--- src/design/tlht_pkg.sv ---
// Shared constants and types for the two-level hash table.
// Used by two_level_hash_table and tlht_divider; no dependencies.
package tlht_pkg;

   localparam int KEY_W    = 31;
   localparam int VALUE_W  = 32;
   localparam int STATUS_W = 2;
   localparam int SIZE_W   = 5;

   localparam logic [SIZE_W-1:0] SIZE_RESET = 5'd10;

   // default geometry
   localparam int FIRST_LEVEL_SLOTS_DEF = 10;
   localparam int MAX_SECOND_LEVEL_DEF  = 16;
   localparam int WAYS_PER_BUCKET_DEF   = 4;

   // quotient bits resolved per cycle in the serial divider
   localparam int DIV_STEPS = 4;

   localparam logic MODE_INSERT = 1'b0;
   localparam logic MODE_LOOKUP = 1'b1;

   localparam logic [STATUS_W-1:0] ST_OK        = 2'd0;
   localparam logic [STATUS_W-1:0] ST_NOT_FOUND = 2'd1;
   localparam logic [STATUS_W-1:0] ST_FULL      = 2'd2;

   localparam logic [VALUE_W-1:0] NO_VALUE = '1;

   typedef struct packed {
      logic               valid;
      logic [KEY_W-1:0]   key;
      logic [VALUE_W-1:0] value;
   } way_type;

endpackage

--- src/design/tlht_divider.sv ---
// Serial restoring divider: quotient and remainder, DIV_STEPS bits per cycle.
// Depends on tlht_pkg.
module tlht_divider #(
   parameter int NUM_W = 31,
   parameter int DEN_W = 8
) (
   input  logic             clock,
   input  logic             reset,
   input  logic             start,
   input  logic [NUM_W-1:0] numer,
   input  logic [DEN_W-1:0] denom,
   output logic             done,
   output logic [NUM_W-1:0] quot,
   output logic [DEN_W-1:0] remain
);
   import tlht_pkg::*;

   localparam int STEPS  = DIV_STEPS;
   localparam int CYCLES = (NUM_W + STEPS - 1) / STEPS;
   localparam int PAD_W  = CYCLES * STEPS;
   localparam int CNT_W  = $clog2(CYCLES + 1);

   logic             busy_ff, busy_in;
   logic             done_ff, done_in;
   logic [CNT_W-1:0] cnt_ff, cnt_in;
   logic [PAD_W-1:0] shift_ff, shift_in;
   logic [DEN_W-1:0] rem_ff, rem_in;
   logic [DEN_W-1:0] den_ff, den_in;

   logic [PAD_W-1:0] step_shift;
   logic [DEN_W-1:0] step_rem;

   // shift register holds remaining numerator bits on top, quotient fills from bottom
   always_comb begin
      logic [DEN_W:0] trial;
      step_shift = shift_ff;
      step_rem   = rem_ff;
      for (int i = 0; i < STEPS; i++) begin
         trial      = {step_rem, step_shift[PAD_W-1]};
         step_shift = {step_shift[PAD_W-2:0], 1'b0};
         if (trial >= {1'b0, den_ff}) begin
            step_rem      = DEN_W'(trial - {1'b0, den_ff});
            step_shift[0] = 1'b1;
         end else begin
            step_rem = trial[DEN_W-1:0];
         end
      end
   end

   always_comb begin
      busy_in  = busy_ff;
      done_in  = 1'b0;
      cnt_in   = cnt_ff;
      shift_in = shift_ff;
      rem_in   = rem_ff;
      den_in   = den_ff;
      if (start) begin
         busy_in  = 1'b1;
         cnt_in   = CNT_W'(CYCLES);
         shift_in = PAD_W'(numer);
         rem_in   = '0;
         den_in   = denom;
      end else if (busy_ff) begin
         shift_in = step_shift;
         rem_in   = step_rem;
         cnt_in   = cnt_ff - CNT_W'(1);
         if (cnt_ff == CNT_W'(1)) begin
            busy_in = 1'b0;
            done_in = 1'b1;
         end
      end
   end

   always_ff @(posedge clock) begin
      if (reset) begin
         busy_ff <= 1'b0;
         done_ff <= 1'b0;
         cnt_ff  <= '0;
      end else begin
         busy_ff <= busy_in;
         done_ff <= done_in;
         cnt_ff  <= cnt_in;
      end
   end

   always_ff @(posedge clock) begin
      shift_ff <= shift_in;
      rem_ff   <= rem_in;
      den_ff   <= den_in;
   end

   assign done   = done_ff;
   assign quot   = shift_ff[NUM_W-1:0];
   assign remain = rem_ff;

endmodule
--- config.mk ---
export PLATFORM = sky130hd
export DESIGN_NAME = tlht_divider
export DESIGN_NICKNAME = d
export VERILOG_FILES = /design/src/design/tlht_pkg.sv /design/src/design/tlht_divider.sv
export SDC_FILE = /design/constraint.sdc
export NUM_CORES = 1
export LEC_CHECK = 0
export BUFFER_PORTS_ARGS = -buffer_cell sky130_fd_sc_hd__clkbuf_2
export CAP_MARGIN = 20
export CORE_AREA = 2 2 105 107
export CTS_BUF_LIST = sky130_fd_sc_hd__clkbuf_8
export CTS_CLUSTER_DIAMETER = 200
export CTS_CLUSTER_SIZE = 30
export DETAILED_ROUTE_END_ITERATION = 7
export DIE_AREA = 0 0 107 109
export SETUP_SLACK_MARGIN = 0.3
export SLEW_MARGIN = 20
export SYNTH_ARGS = -nofsm -noshare
export SYNTH_HDL_FRONTEND = slang
export SYNTH_SLANG_ARGS = --single-unit
export TNS_END_PERCENT = 10
--- constraint.sdc ---
create_clock -name clock -period 10.1 [get_ports clock]
set_input_delay 2.02 -clock clock [delete_from_list [all_inputs] [get_ports clock]]
set_output_delay 2.02 -clock clock [all_outputs]
set_load 0.01 [all_outputs]
==> flow_metrics.env <==
export IMPL_dr_pass1_iters=4
export IMPL_setup_total_negative_slack_ps=0
export IMPL_worst_slew_margin_rel_pct=48.7
export IMPL_cts_buffers_inserted=5
export IMPL_portBuffers=81
export IMPL_grt_first_pass_wirelength_um=14900
export IMPL_slew_viol_final=0
export IMPL_synth_warning_count=0
export IMPL_core_region_area_mm2=0.0106
export IMPL_final_design_area_no_fill_mm2=0.00453
export IMPL_synth_async_reset_ratio_pct=0
export IMPL_synth_main_ff_cell="sky130_fd_sc_hd__edfxtp_1"
export IMPL_clockBufferDepth=2
export IMPL_worst_slew_pin_transition_ps=768
export IMPL_finalHoldViolCount=0
export IMPL_floorplan_die_height_um=109
export IMPL_grt_overflow=0
export IMPL_placer_s_final_routability_congestion_estimate=0.831
export IMPL_critPathMostFrequentCell="sky130_fd_sc_hd__ha_1"
export IMPL_layout_core_utilization_pct=42.7
export IMPL_crit_end="remain[6]$_SDFFE_PP0P_"
export IMPL_cts_repair_resized=0
export IMPL_reg2reg_to="remain[6]$_SDFFE_PP0P_"
export IMPL_timing_clock_skew_ps=10.6
export IMPL_wl_per_cell_um=16.0
export IMPL_starting_utilization_of_the_core_area_pct=39.0
export IMPL_boundaryPins=82
export IMPL_num_vias=2968
export IMPL_maximum_level_of_the_cts_h_tree=2
export IMPL_drt_total_wl_um=9310
export IMPL_avgSynthCellArea_um2=10.5
export IMPL_timing_reg2reg_worst_path_depth=31
export IMPL_layout_nets=520
export IMPL_die_area_mm2=0.0117
export IMPL_clock_tree_root_cell="sky130_fd_sc_hd__clkbuf_8"
export IMPL_grt_max_degree=56
export IMPL_path_clk_slew_ps=110
export IMPL_tritoncts="done"
export IMPL_achievable_frequency_mhz=118
export IMPL_timing_critical_path_buf_inv=2
export IMPL_timing_hold_worst_class="reg -> reg"
export IMPL_detail_route_drc_violations=0
export IMPL_final_fill_count=1030
export IMPL_timing_max_cap_violations=0
export IMPL_rrSetupSlack_ps=1620
export IMPL_clk_latency_ps=310
export IMPL_critPathLaunchType="flip-flop"
export IMPL_grt_setup_unrepaired="false"
export IMPL_cp_data_required_time_ps=10270
export IMPL_die_x_um=107
export IMPL_post_dp_hpwl_um=7280
export IMPL_synth_net_count=475
export IMPL_outcome="finished, final reports clean"
export IMPL_via_per_inst=5.11
export IMPL_synth_area_mm2=0.00413
export IMPL_dpl_instance_area_mm2=0.00441
export IMPL_ratio_of_final_minimum_period_to_clock_period_pct=84.0
export IMPL_yosysUniqueCellTypes=53
export IMPL_cp_end_kind="flip-flop"
export IMPL_synth_ff_latch_count=54
export IMPL_post_synth_main_area_contributors="sky130_fd_sc_hd__edfxtp_1 28%, sky130_fd_sc_hd__mux2_2 10%, sky130_fd_sc_hd__ha_1 10%, sky130_fd_sc_hd__dfxtp_1 7.3%, sky130_fd_sc_hd__buf_4 6.0%"
export IMPL_synth_most_common_cell="sky130_fd_sc_hd__edfxtp_1"
export IMPL_post_route_cells_drive_above_1_share_pct=32.0
export IMPL_reg2reg_from="den_ff[4]$_DFFE_PP_"
export IMPL_critical_path_slowest_cell="sky130_fd_sc_hd__a21oi_2"
export IMPL_yosys_top_cells_count="39 x sky130_fd_sc_hd__edfxtp_1, 38 x sky130_fd_sc_hd__mux2_2, 34 x sky130_fd_sc_hd__ha_1, 33 x sky130_fd_sc_hd__buf_4, 27 x sky130_fd_sc_hd__nor2_1"
export IMPL_edff_count_synth=39
export IMPL_synth_largest_area_cell="sky130_fd_sc_hd__edfxtp_1"
export IMPL_netlist_area_leader_share_pct=28.3
export IMPL_postSynthCellCount=395
export IMPL_critPathArrivalTime_ps=8650
export IMPL_drt_initial_drc_count=151
export IMPL_non_filler_instance_count_after_layout=581
export IMPL_numClockSinks=54
export IMPL_setup_viol_count_final=0
export IMPL_grt_antenna_before_repair=0
export IMPL_critical_path_cell_count=31
export IMPL_insertedDiodeCount=0
export IMPL_post_cts_setup_buffers=0
export IMPL_worst_path_max_fanout=15
export IMPL_synth_seq_area_share_pct=35.6
export IMPL_postRouteAntennaNets=0
export IMPL_critPathLaunch="den_ff[4]$_DFFE_PP_"
export IMPL_grt_util_all_layers_pct=16.3
export IMPL_cpPeakStageDelay_ps=500
export IMPL_min_period_ps=8480
export IMPL_placedCellCount=573
export IMPL_grt_pass1_vias=2946
export IMPL_areaGrowthSynthToFinish_pct=9.50
export IMPL_std_cell_rows=38
export IMPL_critPathKind="reg -> reg"
export IMPL_path_delay_family="compound AO/OA/AOI/OAI gates"
export IMPL_hold_buffers=0
## cell usage in the layout (no fill, tap or decap), drive strengths merged, types with 2 or more instances in the layout
master	n
nor4	2
edfxtp	39
o2111ai	3
clkbuf	86
or2	2
nor2	27
a211o	2
a21o	8
nand2	19
nand3b	2
dfxtp	15
a21oi	14
xor2	7
o211ai	4
mux2i	12
or4b	2
nor3b	2
fa	4
a2111oi	2
xnor2	14
nand3	5
inv	26
o21ai	13
nor2b	10
mux2	44
nand4	5
nor3	6
a211oi	9
nand2b	4
ha	34
## worst min path at each step
stage          slack [ps]  cells after the start                         to                 startpoint
2_1_floorplan         460                      2  shift_ff[31]$_SDFFE_PP0P_  shift_ff[31]$_SDFFE_PP0P_
3_3_place_gp          480                      2  shift_ff[31]$_SDFFE_PP0P_  shift_ff[31]$_SDFFE_PP0P_
3_5_place_dp          500                      2  shift_ff[31]$_SDFFE_PP0P_  shift_ff[31]$_SDFFE_PP0P_
4_1_cts               510                      2     cnt_ff[1]$_SDFFE_PP0P_     cnt_ff[1]$_SDFFE_PP0P_
5_1_grt               550                      2     remain[7]$_SDFFE_PP0P_     remain[7]$_SDFFE_PP0P_
6_report              510                      2     cnt_ff[1]$_SDFFE_PP0P_     cnt_ff[1]$_SDFFE_PP0P_
## kinds of logic (layout without fill, tap and decap cells)
kind of cell,Yosys count,in the layout,synth area share (%)
and+or+nand+nor,89,89,10.8
buffers and inverters,69,115,9.81
AOI/OAI and AO/OA,68,68,11.7
muxes,56,56,15.4
DFF,54,54,35.6
adders and majority gates,38,38,12.2
xor gates and xnor gates,21,21,4.45
## flip-flops by register name, summed over array words and instances (netlist names)
register and flops:
remain 8, shift_ff 32, cnt_ff 4, done 1, den_ff 8, busy_ff 1
## stage by stage
stage | setup slack, ps | hold WS, ps
finish | 1620 | 509
CTS | 1710 | 512
global route | 864 | 549
floorplan | 2820 | 460
global placement | 1910 | 484
detailed placement | 1740 | 495
## per-layer routing
| metal | part of all wire, % | wire length, um | GRT usage (%) |
|---|---|---|---|
| met1 | 47 | 4400 | 23.1 |
| met2 | 46 | 4320 | 26.4 |
| met3 | 5.2 | 481 | 2.33 |
| met4 | 1.2 | 108 | 3.62 |
| met5 | 0 | 0 | 0 |
## layout make-up
| type | count | area (um2) | share of cell area (%) |
|---|---|---|---|
| clock buffer | 5 | 68.8 | 1.52 |
| clock inverter | 3 | 47.5 | 1.05 |
| inverter | 25 | 93.8 | 2.07 |
| multi-input combinational | 272 | 2260 | 49.9 |
| sequential | 54 | 1470 | 32.5 |
| tap | 140 | 175 | 3.87 |
| timing repair buffer | 82 | 413 | 9.12 |
## worst min-delay path, stage by stage, from the launching register on
cell	delay [ps]
sky130_fd_sc_hd__dfxtp_1	340
sky130_fd_sc_hd__nor2_1	80
sky130_fd_sc_hd__a2111oi_0	50
Power is not shown: default switching activity piles up to over one toggle a cycle in this logic, so the estimate is an artifact.
